[src/design/lfpd_pkg.sv]
// ----------------------------------------------------------------------------
// lfpd_pkg: shared types, constants and control store of the line follower
// Widths of the payload and the loop state, the register map, the control
// word that drives the datapath and the microprogram that sequences it.
// ----------------------------------------------------------------------------
package lfpd_pkg;

   // Motor saturation bound, never beyond the reach of a 10-bit result
   localparam int MOTOR_LIMIT = 400;
   localparam int SAT_LIMIT   = (MOTOR_LIMIT > 511) ? 511 : MOTOR_LIMIT;

   // Field and state widths
   localparam int POS_W      = 12;
   localparam int ERR_W      = 12;
   localparam int MAG_W      = 11;
   localparam int SLOPE_W    = 13;
   localparam int SUM_W      = 18;
   localparam int BASE_W     = 10;
   localparam int SPEED_W    = 10;
   localparam int CORR_W     = 12;
   localparam int WHEEL_W    = 13;
   localparam int QUO_W      = 11;
   localparam int GAIN_W     = 8;
   localparam int LIMIT_W    = 16;
   localparam int SPD_W      = 9;
   localparam int PTL_W      = 10;
   localparam int CSR_IDX_W  = 3;
   localparam int CSR_DATA_W = 16;
   localparam int STEP_W     = 4;

   // Shared multiplier and accumulator
   localparam int MUL_A_W = 27;
   localparam int MUL_B_W = 23;
   localparam int PROD_W  = MUL_A_W + MUL_B_W;
   localparam int ACC_W   = 43;
   localparam int QUO_IN_W = 20;

   // Arithmetic constants
   localparam logic [POS_W-1:0]          POS_MAX     = 12'd4000;
   localparam logic [POS_W-1:0]          POS_CENTRE  = 12'd2000;
   localparam logic [CORR_W-1:0]         SCALE_BASE  = 12'd1500;
   localparam int                        RECIP_SHIFT = 28;
   // ceil(2^28 / 375): quotient by 1500 after dropping two bits
   localparam logic [MUL_B_W-1:0]        RECIP_1500  = 23'd715828;
   // ceil(2^28 / 125): quotient by 2000 after dropping four bits
   localparam logic [MUL_B_W-1:0]        RECIP_2000  = 23'd2147484;
   // smallest magnitude whose scaled quotient no longer fits in 11 bits
   localparam logic signed [ACC_W-1:0]   CORR_BIG    = 43'sd3072000;
   localparam logic signed [SUM_W-1:0]   LEAK_BIAS   = 18'sd31;
   localparam int                        LEAK_SHIFT  = 5;
   localparam logic signed [CORR_W-1:0]  SLEW_UP     = 12'sd4;
   localparam logic signed [CORR_W-1:0]  SLEW_DOWN   = 12'sd12;
   localparam logic signed [WHEEL_W-1:0] WHEEL_MAX   = WHEEL_W'(SAT_LIMIT);
   localparam logic signed [WHEEL_W-1:0] WHEEL_MIN   = -WHEEL_W'(SAT_LIMIT);

   // Register reset values
   localparam logic [GAIN_W-1:0]  GAIN_P_RST   = 8'd1;
   localparam logic [GAIN_W-1:0]  GAIN_I_RST   = 8'd0;
   localparam logic [GAIN_W-1:0]  GAIN_D_RST   = 8'd4;
   localparam logic [LIMIT_W-1:0] SUM_LIM_RST  = 16'd4000;
   localparam logic [SPD_W-1:0]   STRAIGHT_RST = 9'd300;
   localparam logic [SPD_W-1:0]   LOW_RST      = 9'd150;
   localparam logic [PTL_W-1:0]   PTL_RST      = 10'd200;

   // Register map
   typedef enum logic [CSR_IDX_W-1:0] {
      CSR_GAIN_P          = 3'd0,
      CSR_GAIN_I          = 3'd1,
      CSR_GAIN_D          = 3'd2,
      CSR_SUM_LIMIT       = 3'd3,
      CSR_SPEED_STRAIGHT  = 3'd4,
      CSR_SPEED_LOW       = 3'd5,
      CSR_POST_TURN_LIMIT = 3'd6
   } csr_index_type;

   typedef struct packed {
      logic [GAIN_W-1:0]  gain_p;
      logic [GAIN_W-1:0]  gain_i;
      logic [GAIN_W-1:0]  gain_d;
      logic [LIMIT_W-1:0] sum_limit;
      logic [SPD_W-1:0]   speed_straight;
      logic [SPD_W-1:0]   speed_low;
      logic [PTL_W-1:0]   post_turn_limit;
   } csr_regs_type;

   // Control word fields
   typedef enum logic [2:0] {
      A_ERR   = 3'd0,
      A_SUM   = 3'd1,
      A_SLOPE = 3'd2,
      A_ACC   = 3'd3,
      A_MAG   = 3'd4,
      A_QUO   = 3'd5
   } a_sel_type;

   typedef enum logic [2:0] {
      B_GP      = 3'd0,
      B_GI      = 3'd1,
      B_GD      = 3'd2,
      B_SCALE   = 3'd3,
      B_SPAN    = 3'd4,
      B_RECIP_C = 3'd5,
      B_RECIP_T = 3'd6
   } b_sel_type;

   typedef enum logic [2:0] {
      ACC_HOLD = 3'd0,
      ACC_LOAD = 3'd1,
      ACC_ADD  = 3'd2,
      ACC_ABS2 = 3'd3,
      ACC_ABS4 = 3'd4
   } acc_op_type;

   typedef enum logic [3:0] {
      ST_NONE   = 4'd0,
      ST_ERROR  = 4'd1,
      ST_RELOAD = 4'd2,
      ST_SLOPE  = 4'd3,
      ST_LEAK   = 4'd4,
      ST_CORR   = 4'd5,
      ST_TARGET = 4'd6,
      ST_SLEW   = 4'd7,
      ST_EMIT   = 4'd8
   } st_op_type;

   typedef enum logic [1:0] {
      JMP_NEXT = 2'd0,
      JMP_SKIP = 2'd1,
      JMP_DONE = 2'd2
   } jump_type;

   typedef struct packed {
      a_sel_type         a_sel;
      b_sel_type         b_sel;
      acc_op_type        acc_op;
      st_op_type         st_op;
      jump_type          jump;
      logic [STEP_W-1:0] target;
   } ctrl_word_type;

   localparam ctrl_word_type CTRL_IDLE = '{
      a_sel:  A_ERR,
      b_sel:  B_GP,
      acc_op: ACC_HOLD,
      st_op:  ST_NONE,
      jump:   JMP_NEXT,
      target: '0
   };

   // Program addresses
   localparam logic [STEP_W-1:0] STEP_ERROR   = 4'd0;
   localparam logic [STEP_W-1:0] STEP_RELOAD  = 4'd1;
   localparam logic [STEP_W-1:0] STEP_SLOPE   = 4'd2;
   localparam logic [STEP_W-1:0] STEP_LEAK    = 4'd3;
   localparam logic [STEP_W-1:0] STEP_MAC_I   = 4'd4;
   localparam logic [STEP_W-1:0] STEP_MAC_D   = 4'd5;
   localparam logic [STEP_W-1:0] STEP_SCALE   = 4'd6;
   localparam logic [STEP_W-1:0] STEP_ABS_C   = 4'd7;
   localparam logic [STEP_W-1:0] STEP_DIV_C   = 4'd8;
   localparam logic [STEP_W-1:0] STEP_CORR    = 4'd9;
   localparam logic [STEP_W-1:0] STEP_ABS_T   = 4'd10;
   localparam logic [STEP_W-1:0] STEP_DIV_T   = 4'd11;
   localparam logic [STEP_W-1:0] STEP_TARGET  = 4'd12;
   localparam logic [STEP_W-1:0] STEP_SLEW    = 4'd13;
   localparam logic [STEP_W-1:0] STEP_EMIT    = 4'd14;

   // Control store: one word per step
   function automatic ctrl_word_type ucode(input logic [STEP_W-1:0] step);
      ctrl_word_type w;
      w = CTRL_IDLE;
      case (step)
         STEP_ERROR: begin
            w.st_op  = ST_ERROR;
            w.jump   = JMP_SKIP;
            w.target = STEP_SLOPE;
         end
         STEP_RELOAD: begin
            w.st_op = ST_RELOAD;
         end
         STEP_SLOPE: begin
            w.st_op = ST_SLOPE;
         end
         STEP_LEAK: begin
            w.st_op  = ST_LEAK;
            w.a_sel  = A_ERR;
            w.b_sel  = B_GP;
            w.acc_op = ACC_LOAD;
         end
         STEP_MAC_I: begin
            w.a_sel  = A_SUM;
            w.b_sel  = B_GI;
            w.acc_op = ACC_ADD;
         end
         STEP_MAC_D: begin
            w.a_sel  = A_SLOPE;
            w.b_sel  = B_GD;
            w.acc_op = ACC_ADD;
         end
         STEP_SCALE: begin
            w.a_sel  = A_ACC;
            w.b_sel  = B_SCALE;
            w.acc_op = ACC_LOAD;
         end
         STEP_ABS_C: begin
            w.acc_op = ACC_ABS2;
         end
         STEP_DIV_C: begin
            w.a_sel  = A_QUO;
            w.b_sel  = B_RECIP_C;
            w.acc_op = ACC_LOAD;
         end
         STEP_CORR: begin
            w.st_op  = ST_CORR;
            w.a_sel  = A_MAG;
            w.b_sel  = B_SPAN;
            w.acc_op = ACC_LOAD;
         end
         STEP_ABS_T: begin
            w.acc_op = ACC_ABS4;
         end
         STEP_DIV_T: begin
            w.a_sel  = A_QUO;
            w.b_sel  = B_RECIP_T;
            w.acc_op = ACC_LOAD;
         end
         STEP_TARGET: begin
            w.st_op = ST_TARGET;
         end
         STEP_SLEW: begin
            w.st_op = ST_SLEW;
         end
         STEP_EMIT: begin
            w.st_op = ST_EMIT;
            w.jump  = JMP_DONE;
         end
         default: begin
            w.jump = JMP_DONE;
         end
      endcase
      return w;
   endfunction

endpackage

[src/design/lfpd_req_if.sv]
// ----------------------------------------------------------------------------
// lfpd_req_if: line position channel
// Valid/ready channel carrying one sensor sample and its turn flags.
// ----------------------------------------------------------------------------
interface lfpd_req_if import lfpd_pkg::*; ();
   logic             valid;
   logic             ready;
   logic [POS_W-1:0] position;
   logic             turn_ahead;
   logic             after_turn;
   logic             restart;

   modport source (
      output valid, position, turn_ahead, after_turn, restart,
      input  ready
   );

   modport sink (
      input  valid, position, turn_ahead, after_turn, restart,
      output ready
   );
endinterface

[src/design/lfpd_rsp_if.sv]
// ----------------------------------------------------------------------------
// lfpd_rsp_if: wheel drive channel
// Valid/ready channel carrying one pair of saturated motor drive values.
// ----------------------------------------------------------------------------
interface lfpd_rsp_if import lfpd_pkg::*; ();
   logic                      valid;
   logic                      ready;
   logic signed [SPEED_W-1:0] left_speed;
   logic signed [SPEED_W-1:0] right_speed;

   modport source (
      output valid, left_speed, right_speed,
      input  ready
   );

   modport sink (
      input  valid, left_speed, right_speed,
      output ready
   );
endinterface

[src/design/lfpd_seq.sv]
// ----------------------------------------------------------------------------
// lfpd_seq: microprogram sequencer
// Step counter over the control store, with a skip on the restart flag and a
// hold on the final step while the result register is still occupied.
// ----------------------------------------------------------------------------
module lfpd_seq import lfpd_pkg::*; (
   input  logic          clock,
   input  logic          reset,
   input  logic          start,
   input  logic          restart_flag,
   input  logic          emit_wait,
   output ctrl_word_type ctrl,
   output logic          busy
);

   logic              busy_ff, busy_in;
   logic [STEP_W-1:0] step_ff, step_in;
   ctrl_word_type     word;

   // Fetch the current control word; issue no-ops while idle
   assign word = ucode(step_ff);
   assign ctrl = busy_ff ? word : CTRL_IDLE;
   assign busy = busy_ff;

   // Advance, skip or finish
   always_comb begin
      busy_in = busy_ff;
      step_in = step_ff;
      if (!busy_ff) begin
         if (start) begin
            busy_in = 1'b1;
            step_in = STEP_ERROR;
         end
      end else begin
         case (word.jump)
            JMP_DONE: begin
               if (!emit_wait) begin
                  busy_in = 1'b0;
               end
            end
            JMP_SKIP: begin
               step_in = restart_flag ? step_ff + 1'b1 : word.target;
            end
            default: begin
               step_in = step_ff + 1'b1;
            end
         endcase
      end
   end

   always_ff @(posedge clock) begin
      if (reset) begin
         busy_ff <= 1'b0;
         step_ff <= STEP_ERROR;
      end else begin
         busy_ff <= busy_in;
         step_ff <= step_in;
      end
   end

endmodule

[src/design/lfpd_dp.sv]
// ----------------------------------------------------------------------------
// lfpd_dp: PID datapath
// Loop state, one shared multiply-accumulate unit and the step operations
// selected by the control word; wheel speeds are formed from the result.
// ----------------------------------------------------------------------------
module lfpd_dp import lfpd_pkg::*; (
   input  logic                      clock,
   input  logic                      reset,
   input  logic                      start,
   input  logic [POS_W-1:0]          position,
   input  logic                      turn_ahead,
   input  logic                      after_turn,
   input  logic                      restart,
   input  ctrl_word_type             ctrl,
   input  csr_regs_type              csr,
   output logic                      restart_flag,
   output logic signed [SPEED_W-1:0] left_speed,
   output logic signed [SPEED_W-1:0] right_speed
);

   // Sample registers
   logic [POS_W-1:0] pos_ff;
   logic             turn_ff, after_ff, restart_ff;

   // Loop state
   logic signed [ERR_W-1:0]   last_ff, last_in;
   logic signed [SLOPE_W-1:0] slope_ff, slope_in;
   logic signed [SUM_W-1:0]   sum_ff, sum_in;
   logic signed [BASE_W-1:0]  base_ff, base_in;

   // Working registers
   logic signed [ERR_W-1:0]  err_ff, err_in;
   logic [MAG_W-1:0]         mag_ff, mag_in;
   logic signed [ACC_W-1:0]  acc_ff, acc_in;
   logic                     sign_ff, sign_in;
   logic                     big_ff, big_in;
   logic signed [CORR_W-1:0] corr_ff, corr_in;
   logic signed [BASE_W-1:0] target_ff, target_in;

   // Combinational terms
   logic [POS_W-1:0]           pos_sat;
   logic signed [ERR_W-1:0]    err_calc;
   logic signed [SLOPE_W:0]    slope_raw, slope_adj, slope_half;
   logic signed [SUM_W-1:0]    sum_bias, sum_leak, sum_lim, sum_next;
   logic signed [MUL_A_W-1:0]  mul_a;
   logic signed [MUL_B_W-1:0]  mul_b;
   logic signed [PROD_W-1:0]   mul_prod;
   logic signed [ACC_W-1:0]    prod_t, acc_abs;
   logic [CORR_W-1:0]          scale;
   logic signed [BASE_W-1:0]   span;
   logic [QUO_W-1:0]           q_raw, q_use;
   logic signed [CORR_W-1:0]   q_mag, q_signed, ptl, straight_ext, low_ext, tgt_calc;
   logic signed [CORR_W-1:0]   base_ext, target_ext, slew_up, slew_dn;
   logic signed [WHEEL_W-1:0]  wheel_l, wheel_r;

   assign restart_flag = restart_ff;

   // Saturate position and centre it
   assign pos_sat  = (pos_ff > POS_MAX) ? POS_MAX : pos_ff;
   assign err_calc = pos_sat - POS_CENTRE;

   // Halving average of the slope, truncated toward zero
   assign slope_raw  = (SLOPE_W+1)'(slope_ff) + (SLOPE_W+1)'(err_ff)
                     - (SLOPE_W+1)'(last_ff);
   assign slope_adj  = slope_raw + (slope_raw[SLOPE_W] ? 14'sd1 : 14'sd0);
   assign slope_half = slope_adj >>> 1;

   // Leak one thirty-second toward zero, then clamp
   assign sum_bias = sum_ff + (sum_ff[SUM_W-1] ? LEAK_BIAS : 18'sd0);
   assign sum_leak = sum_ff - (sum_bias >>> LEAK_SHIFT);
   assign sum_lim  = {2'b00, csr.sum_limit};
   always_comb begin
      if (sum_leak > sum_lim) begin
         sum_next = sum_lim;
      end else if (sum_leak < -sum_lim) begin
         sum_next = -sum_lim;
      end else begin
         sum_next = sum_leak;
      end
   end

   // Shared multiplier operands
   assign scale = SCALE_BASE + CORR_W'(mag_ff);
   assign span  = {1'b0, csr.speed_low} - {1'b0, csr.speed_straight};

   always_comb begin
      case (ctrl.a_sel)
         A_ERR:   mul_a = MUL_A_W'(err_ff);
         A_SUM:   mul_a = MUL_A_W'(sum_ff);
         A_SLOPE: mul_a = MUL_A_W'(slope_ff);
         A_ACC:   mul_a = acc_ff[MUL_A_W-1:0];
         A_MAG:   mul_a = MUL_A_W'(mag_ff);
         A_QUO:   mul_a = MUL_A_W'(acc_ff[QUO_IN_W-1:0]);
         default: mul_a = '0;
      endcase
   end

   always_comb begin
      case (ctrl.b_sel)
         B_GP:      mul_b = MUL_B_W'(csr.gain_p);
         B_GI:      mul_b = MUL_B_W'(csr.gain_i);
         B_GD:      mul_b = MUL_B_W'(csr.gain_d);
         B_SCALE:   mul_b = MUL_B_W'(scale);
         B_SPAN:    mul_b = MUL_B_W'(span);
         B_RECIP_C: mul_b = RECIP_1500;
         B_RECIP_T: mul_b = RECIP_2000;
         default:   mul_b = '0;
      endcase
   end

   assign mul_prod = mul_a * mul_b;
   assign prod_t   = ACC_W'(mul_prod);
   assign acc_abs  = acc_ff[ACC_W-1] ? -acc_ff : acc_ff;

   // Accumulator: load, accumulate, or fold to magnitude ahead of a quotient
   always_comb begin
      acc_in  = acc_ff;
      sign_in = sign_ff;
      big_in  = big_ff;
      case (ctrl.acc_op)
         ACC_LOAD: acc_in = prod_t;
         ACC_ADD:  acc_in = acc_ff + prod_t;
         ACC_ABS2: begin
            acc_in  = acc_abs >>> 2;
            sign_in = acc_ff[ACC_W-1];
            big_in  = acc_abs >= CORR_BIG;
         end
         ACC_ABS4: begin
            acc_in  = acc_abs >>> 4;
            sign_in = acc_ff[ACC_W-1];
            big_in  = acc_abs >= CORR_BIG;
         end
         default: acc_in = acc_ff;
      endcase
   end

   // Signed quotient from the reciprocal product
   assign q_raw    = acc_ff[RECIP_SHIFT +: QUO_W];
   assign q_use    = big_ff ? '1 : q_raw;
   assign q_mag    = {1'b0, q_use};
   assign q_signed = sign_ff ? -q_mag : q_mag;

   assign ptl          = {2'b00, csr.post_turn_limit};
   assign straight_ext = {3'b000, csr.speed_straight};
   assign low_ext      = {3'b000, csr.speed_low};
   assign tgt_calc     = (turn_ff || after_ff) ? low_ext : straight_ext + q_signed;

   assign base_ext   = CORR_W'(base_ff);
   assign target_ext = CORR_W'(target_ff);
   assign slew_up    = base_ext + SLEW_UP;
   assign slew_dn    = base_ext - SLEW_DOWN;

   // Step operations on the loop state
   always_comb begin
      err_in    = err_ff;
      mag_in    = mag_ff;
      last_in   = last_ff;
      slope_in  = slope_ff;
      sum_in    = sum_ff;
      base_in   = base_ff;
      corr_in   = corr_ff;
      target_in = target_ff;
      case (ctrl.st_op)
         ST_ERROR: begin
            err_in = err_calc;
            mag_in = err_calc[ERR_W-1] ? MAG_W'(-err_calc) : MAG_W'(err_calc);
         end
         ST_RELOAD: begin
            last_in  = err_ff;
            slope_in = '0;
            sum_in   = '0;
            base_in  = {1'b0, csr.speed_low};
         end
         ST_SLOPE: begin
            slope_in = SLOPE_W'(slope_half);
            sum_in   = sum_ff + SUM_W'(err_ff);
            last_in  = err_ff;
         end
         ST_LEAK: begin
            sum_in = sum_next;
         end
         ST_CORR: begin
            if (after_ff && (q_signed > ptl)) begin
               corr_in = ptl;
            end else if (after_ff && (q_signed < -ptl)) begin
               corr_in = -ptl;
            end else begin
               corr_in = q_signed;
            end
         end
         ST_TARGET: begin
            target_in = tgt_calc[BASE_W-1:0];
         end
         ST_SLEW: begin
            if (target_ext > base_ext) begin
               base_in = (target_ext < slew_up) ? target_ff : slew_up[BASE_W-1:0];
            end else begin
               base_in = (target_ext > slew_dn) ? target_ff : slew_dn[BASE_W-1:0];
            end
         end
         default: begin
            err_in = err_ff;
         end
      endcase
   end

   // Wheel speeds: base plus and minus correction, saturated
   assign wheel_l = WHEEL_W'(base_ff) + WHEEL_W'(corr_ff);
   assign wheel_r = WHEEL_W'(base_ff) - WHEEL_W'(corr_ff);

   always_comb begin
      if (wheel_l > WHEEL_MAX) begin
         left_speed = WHEEL_MAX[SPEED_W-1:0];
      end else if (wheel_l < WHEEL_MIN) begin
         left_speed = WHEEL_MIN[SPEED_W-1:0];
      end else begin
         left_speed = wheel_l[SPEED_W-1:0];
      end
      if (wheel_r > WHEEL_MAX) begin
         right_speed = WHEEL_MAX[SPEED_W-1:0];
      end else if (wheel_r < WHEEL_MIN) begin
         right_speed = WHEEL_MIN[SPEED_W-1:0];
      end else begin
         right_speed = wheel_r[SPEED_W-1:0];
      end
   end

   // Loop state: reset clears it and loads the base speed with the default low speed
   always_ff @(posedge clock) begin
      if (reset) begin
         last_ff  <= '0;
         slope_ff <= '0;
         sum_ff   <= '0;
         base_ff  <= {1'b0, LOW_RST};
      end else begin
         last_ff  <= last_in;
         slope_ff <= slope_in;
         sum_ff   <= sum_in;
         base_ff  <= base_in;
      end
   end

   // Capture the sample on transfer; hold working values otherwise
   always_ff @(posedge clock) begin
      if (start) begin
         pos_ff     <= position;
         turn_ff    <= turn_ahead;
         after_ff   <= after_turn;
         restart_ff <= restart;
      end
      err_ff    <= err_in;
      mag_ff    <= mag_in;
      acc_ff    <= acc_in;
      sign_ff   <= sign_in;
      big_ff    <= big_in;
      corr_ff   <= corr_in;
      target_ff <= target_in;
   end

endmodule

[src/design/line_follow_pid_drive.sv]
// ----------------------------------------------------------------------------
// line_follow_pid_drive: PID line follower for a differential drive
// Turns one line position sample into a saturated pair of wheel speeds.
// ----------------------------------------------------------------------------
// Usage:
//   req_chan carries a position (2000 is centred) with turn_ahead, after_turn
//   and restart flags; rsp_chan returns left_speed and right_speed, each
//   clamped to the motor limit. Gains, limits and speeds are written through
//   csr_wr_en / csr_index / csr_wr_data while no sample is in flight.
//   Each sample runs a 14-step microprogram (15 steps when restart reloads
//   the loop state) over one shared multiply-accumulate unit (three gain
//   products, the speed scaling, two reciprocal quotients and the target map).
//   A new sample is taken only after the previous one has left its final
//   step, as req_chan.ready stays low while the sequencer is busy, so the
//   throughput is set by the single shared multiplier.
//   The result sits in an output register: if rsp_chan stalls, the next
//   sample is still taken and runs to its final step, where it holds until
//   the register is free; req_chan.ready stays low meanwhile.
//   Reset loads the register defaults, clears the loop state and sets the
//   base speed to the default low speed; it is synchronous to the clock.
// ----------------------------------------------------------------------------
module line_follow_pid_drive import lfpd_pkg::*; (
   input  logic                  clock,
   input  logic                  reset,
   lfpd_req_if.sink              req_chan,
   lfpd_rsp_if.source            rsp_chan,
   input  logic                  csr_wr_en,
   input  logic [CSR_IDX_W-1:0]  csr_index,
   input  logic [CSR_DATA_W-1:0] csr_wr_data
);

   csr_regs_type              csr_ff, csr_in;
   ctrl_word_type             ctrl;
   logic                      busy, start, restart_flag;
   logic                      out_free, out_load;
   logic                      rsp_valid_ff, rsp_valid_in;
   logic signed [SPEED_W-1:0] left_ff, right_ff;
   logic signed [SPEED_W-1:0] left_calc, right_calc;

   // Register writes, masked to each register's width
   always_comb begin
      csr_in = csr_ff;
      if (csr_wr_en) begin
         case (csr_index_type'(csr_index))
            CSR_GAIN_P:          csr_in.gain_p          = csr_wr_data[GAIN_W-1:0];
            CSR_GAIN_I:          csr_in.gain_i          = csr_wr_data[GAIN_W-1:0];
            CSR_GAIN_D:          csr_in.gain_d          = csr_wr_data[GAIN_W-1:0];
            CSR_SUM_LIMIT:       csr_in.sum_limit       = csr_wr_data[LIMIT_W-1:0];
            CSR_SPEED_STRAIGHT:  csr_in.speed_straight  = csr_wr_data[SPD_W-1:0];
            CSR_SPEED_LOW:       csr_in.speed_low       = csr_wr_data[SPD_W-1:0];
            CSR_POST_TURN_LIMIT: csr_in.post_turn_limit = csr_wr_data[PTL_W-1:0];
            default:             csr_in = csr_ff;
         endcase
      end
   end

   always_ff @(posedge clock) begin
      if (reset) begin
         csr_ff.gain_p          <= GAIN_P_RST;
         csr_ff.gain_i          <= GAIN_I_RST;
         csr_ff.gain_d          <= GAIN_D_RST;
         csr_ff.sum_limit       <= SUM_LIM_RST;
         csr_ff.speed_straight  <= STRAIGHT_RST;
         csr_ff.speed_low       <= LOW_RST;
         csr_ff.post_turn_limit <= PTL_RST;
      end else begin
         csr_ff <= csr_in;
      end
   end

   // Take a sample whenever the sequencer is idle
   assign req_chan.ready = !busy;
   assign start          = req_chan.valid && !busy;

   lfpd_seq u_seq (
      .clock        (clock),
      .reset        (reset),
      .start        (start),
      .restart_flag (restart_flag),
      .emit_wait    (!out_free),
      .ctrl         (ctrl),
      .busy         (busy)
   );

   lfpd_dp u_dp (
      .clock        (clock),
      .reset        (reset),
      .start        (start),
      .position     (req_chan.position),
      .turn_ahead   (req_chan.turn_ahead),
      .after_turn   (req_chan.after_turn),
      .restart      (req_chan.restart),
      .ctrl         (ctrl),
      .csr          (csr_ff),
      .restart_flag (restart_flag),
      .left_speed   (left_calc),
      .right_speed  (right_calc)
   );

   // Result register: load on the final step once the previous transfer drains
   assign out_free     = !rsp_valid_ff || rsp_chan.ready;
   assign out_load     = (ctrl.st_op == ST_EMIT) && out_free;
   assign rsp_valid_in = out_load ? 1'b1 : (rsp_valid_ff && !rsp_chan.ready);

   always_ff @(posedge clock) begin
      if (reset) begin
         rsp_valid_ff <= 1'b0;
      end else begin
         rsp_valid_ff <= rsp_valid_in;
      end
   end

   always_ff @(posedge clock) begin
      if (out_load) begin
         left_ff  <= left_calc;
         right_ff <= right_calc;
      end
   end

   assign rsp_chan.valid       = rsp_valid_ff;
   assign rsp_chan.left_speed  = left_ff;
   assign rsp_chan.right_speed = right_ff;

endmodule

[src/flat_wrapper.sv]
// flat-port wrapper written by rule: the top's interface ports become plain ports
module line_follow_pid_drive_flat import lfpd_pkg::*;
  (clock, reset, csr_wr_en, csr_index, csr_wr_data, req_chan_valid, req_chan_position, req_chan_turn_ahead, req_chan_after_turn, req_chan_restart, req_chan_ready, rsp_chan_valid, rsp_chan_left_speed, rsp_chan_right_speed, rsp_chan_ready);
  lfpd_req_if req_chan_i ();
  lfpd_rsp_if rsp_chan_i ();
  input  logic clock;
  input  logic reset;
  input  logic csr_wr_en;
  input  logic [CSR_IDX_W-1:0] csr_index;
  input  logic [CSR_DATA_W-1:0] csr_wr_data;
  input wire logic [$bits(req_chan_i.valid)-1:0] req_chan_valid;
  input wire logic [$bits(req_chan_i.position)-1:0] req_chan_position;
  input wire logic [$bits(req_chan_i.turn_ahead)-1:0] req_chan_turn_ahead;
  input wire logic [$bits(req_chan_i.after_turn)-1:0] req_chan_after_turn;
  input wire logic [$bits(req_chan_i.restart)-1:0] req_chan_restart;
  output wire logic [$bits(req_chan_i.ready)-1:0] req_chan_ready;
  output wire logic [$bits(rsp_chan_i.valid)-1:0] rsp_chan_valid;
  output wire logic [$bits(rsp_chan_i.left_speed)-1:0] rsp_chan_left_speed;
  output wire logic [$bits(rsp_chan_i.right_speed)-1:0] rsp_chan_right_speed;
  input wire logic [$bits(rsp_chan_i.ready)-1:0] rsp_chan_ready;
  assign req_chan_i.valid = req_chan_valid;
  assign req_chan_i.position = req_chan_position;
  assign req_chan_i.turn_ahead = req_chan_turn_ahead;
  assign req_chan_i.after_turn = req_chan_after_turn;
  assign req_chan_i.restart = req_chan_restart;
  assign req_chan_ready = req_chan_i.ready;
  assign rsp_chan_valid = rsp_chan_i.valid;
  assign rsp_chan_left_speed = rsp_chan_i.left_speed;
  assign rsp_chan_right_speed = rsp_chan_i.right_speed;
  assign rsp_chan_i.ready = rsp_chan_ready;
  line_follow_pid_drive u_core (.clock(clock), .reset(reset), .req_chan(req_chan_i), .rsp_chan(rsp_chan_i), .csr_wr_en(csr_wr_en), .csr_index(csr_index), .csr_wr_data(csr_wr_data));
endmodule
[config.mk]
export PLATFORM = sky130hd
export DESIGN_NAME = line_follow_pid_drive_flat
export DESIGN_NICKNAME = d
export VERILOG_FILES = /design/src/design/lfpd_pkg.sv /design/src/design/lfpd_req_if.sv /design/src/design/lfpd_rsp_if.sv /design/src/design/lfpd_seq.sv /design/src/design/lfpd_dp.sv /design/src/design/line_follow_pid_drive.sv /design/src/flat_wrapper.sv
export SDC_FILE = /design/constraint.sdc
export NUM_CORES = 2
export LEC_CHECK = 0
export ABC_AREA = 1
export BUFFER_PORTS_ARGS = -buffer_cell sky130_fd_sc_hd__buf_2
export CAP_MARGIN = 20
export CORE_ASPECT_RATIO = 1.25
export CORE_MARGIN = 5
export CORE_UTILIZATION = 45
export DETAILED_ROUTE_END_ITERATION = 8
export SETUP_SLACK_MARGIN = 0.5
export SLEW_MARGIN = 20
export SYNTH_ARGS = -nofsm -noshare
export SYNTH_HDL_FRONTEND = slang
export SYNTH_HIERARCHICAL = 1
export SYNTH_SLANG_ARGS = --single-unit
[constraint.sdc]
create_clock -name clock -period 11.5 [get_ports clock]
set_input_delay 3.45 -clock clock [delete_from_list [all_inputs] [get_ports clock]]
set_output_delay 3.45 -clock clock [all_outputs]
set_load 0.02 [all_outputs]
==> impl_metrics.json <==
{
  "status": "complete, no violations",
  "fin_nets": 7153,
  "area_growth_pct": 8.969,
  "drive_above_1_share_pct": 7.187,
  "rsz0062_at_grt": "yes",
  "pin_count": 61,
  "grt.overflow.total": 0,
  "max-slew-margin-rel_pct": 29.78,
  "num_vias": 39839,
  "dpl.hpwl_um": 125800,
  "postLayoutCoreUtil_pct": 49.56,
  "gp_congestion": 1.012,
  "cts_max_level": 1,
  "die_h_um": 361.3,
  "clock_latency_ns": 0.64,
  "grt_pass1_vias": 40326,
  "regToRegSetupSlack_ns": 0.89,
  "coreArea_um2": 97690,
  "drc": 0,
  "syn_area_um2": 44430,
  "worst_pin_slew_ns": 1.049,
  "peakVddDrop_uv": 111.6,
  "min_period_ns": 10.61,
  "finalClockSkew_ns": 0.06201,
  "slew_viol_final": 0,
  "final_hold_viol_count": 0,
  "grt_pass1_wl_um": 230900,
  "endpoint_kind": "flip-flop",
  "firstDrtPassIters": 8,
  "track_usage_pct": 27.80,
  "cts_made_buffers": 30,
  "post-route-period-util_pct": 92.27,
  "cts_max_path_buffers": 3,
  "io_buffer_count": 60,
  "syn-num-nets": 7057,
  "post_drt_wl_per_cell_um": 19.89,
  "cts-root-buf": "clkbuf_16",
  "fin_tns_setup_ns": 0,
  "antenna_found_initial": 0,
  "hp-class": "reg2reg",
  "drt_iter0_drc": 2695,
  "slowest_delay_ns": 0.60,
  "leakagePower_nw": 24.29,
  "start_util_pct": 45.48,
  "layout.cells.non_filler": 7492,
  "cts_sinks": 251,
  "critPathArrivalTime_ns": 11.00,
  "die_area_um2": 105200,
  "n_antenna_cell": 0,
  "required_ns": 11.89,
  "grt_max_degree": 69,
  "maxCapViolCount": 0,
  "setup-violations-final": 0,
  "power.density_nw_per_um2": 101.3,
  "fmax_mhz": 94.24,
  "rows": 128,
  "yosys_warnings": 6,
  "syn_inst": 6072,
  "ctsHoldBuffers": 0,
  "routed_wl_um": 149000,
  "ant_nets": 0,
  "critPathKind": "reg2reg",
  "die_w_um": 291.1,
  "clk_pin_slew_worst_paths_ns": 0.07,
  "synth_area_per_cell_um2": 7.317,
  "place_area_um2": 46610,
  "tritoncts": "built",
  "viasPerCell": 5.318,
  "cp_max_fo": 15,
  "slowest_stage": "fa_1",
  "dp_cells": 7409,
  "cp-start-kind": "flip-flop",
  "crit_top_cell": "fa_1",
  "fin_area_um2": 48420
}
-- through the flow --
stage	setup WS, ns	hold WS (ns)	total power [mW]
2_1_floorplan	1.547	0.4244	3.046
3_3_place_gp	0.1100	0.4438	3.817
3_5_place_dp	0.09396	0.4516	3.831
4_1_cts	0.4936	0.4696	4.850
5_1_grt	0.3837	0.4898	5.321
6_report	0.8891	0.4635	4.904
-- report_power, final --
part / leakage [nW] / internal, mW / switching, mW
Clock: 0.503 / 0.540 / 0.449
Sequential: 2.17 / 0.999 / 0.0469
Combinational: 21.6 / 0.964 / 1.90
Total: 24.3 / 2.50 / 2.40
-- worst max-delay path, delay by kind of cell (launching register included) --
family / cells / cell delay, ns
AND/OR/NAND/NOR: 19 / 2.67
AO/OA/AOI/OAI: 5 / 1.18
XOR/XNOR: 1 / 0.36
adder cells (fa/ha/maj): 10 / 4.37
flip-flops: 1 / 0.34
buffers and inverters: 10 / 1.42
-- routing by layer --
layer | GRT usage (%) | share of wire [%] | vias to the layer above
li1 | - | - | 19058
met1 | 32.62 | 38 | 19260
met2 | 51.55 | 51 | 1194
met3 | 2.166 | 4.7 | 327
met4 | 12.97 | 6.0 | 0
met5 | 0 | 0 | -
-- what timing repair did --
action                                  in CTS  in global routing
cloned                                       0                  2
endpoints found under the setup margin      12                 22
pin swaps                                    0                 13
setup buffers                                0                 25
resized for setup                            9                132
-- flip-flops by register name, indices dropped and copies added, names as in the netlist, 4 cells and up --
| signal | count |
|---|---|
| u_core/csr_ff | 68 |
| u_core/u_dp/acc_ff | 43 |
| u_core/u_dp/sum_ff | 18 |
| u_core/u_dp/slope_ff | 13 |
| u_core/u_dp/corr_ff | 12 |
| u_core/u_dp/err_ff | 12 |
| u_core/u_dp/last_ff | 12 |
| u_core/u_dp/pos_ff | 12 |
| u_core/rsp_chan.left_speed | 10 |
| u_core/rsp_chan.right_speed | 10 |
| u_core/u_dp/base_ff | 10 |
| u_core/u_dp/mag_ff | 10 |
| u_core/u_dp/target_ff | 10 |
| u_core/u_seq/step_ff | 4 |
-- final timing paths --
kind / from / depth (start not counted) / to
worst max-delay path: u_core/u_seq/step_ff[0]$_SDFFE_PP0P_ / 45 / u_core/u_dp/acc_ff[38]$_DFFE_PP_
worst min-delay path: u_core/csr_ff[37]$_SDFFE_PP1P_ / 2 / u_core/csr_ff[37]$_SDFFE_PP1P_
worst max register to register: u_core/u_seq/step_ff[0]$_SDFFE_PP0P_ / 45 / u_core/u_dp/acc_ff[38]$_DFFE_PP_
worst min register to register: u_core/csr_ff[37]$_SDFFE_PP1P_ / 2 / u_core/csr_ff[37]$_SDFFE_PP1P_
-- final cells by class --
cell class	count	area [um2]
fill	9958	49280
multi-input combinational	4294	32860
sequential	251	6266
inverter	1406	5330
tap	1300	1627
timing repair buffer	184	1305
clock buffer	37	852.1
clock inverter	19	166.4
timing repair inverter	1	7.507
-- layout by cell type (no fill, tap or decap), types with 24 or more instances in the layout --
cell,instances
a21oi_1,331
nand3_1,307
inv_1,1358
xor2_1,146
a31oi_1,30
o21ai_0,274
nor2_2,28
fa_1,585
clkbuf_16,34
nand2_1,1152
nor2_1,607
xnor2_1,32
buf_2,60
o21bai_1,24
dfxtp_1,127
edfxtp_1,124
nand4_1,45
nor3_1,65
buf_4,115
o211ai_1,29
ha_1,343
Power figures use the tool's default switching activity.
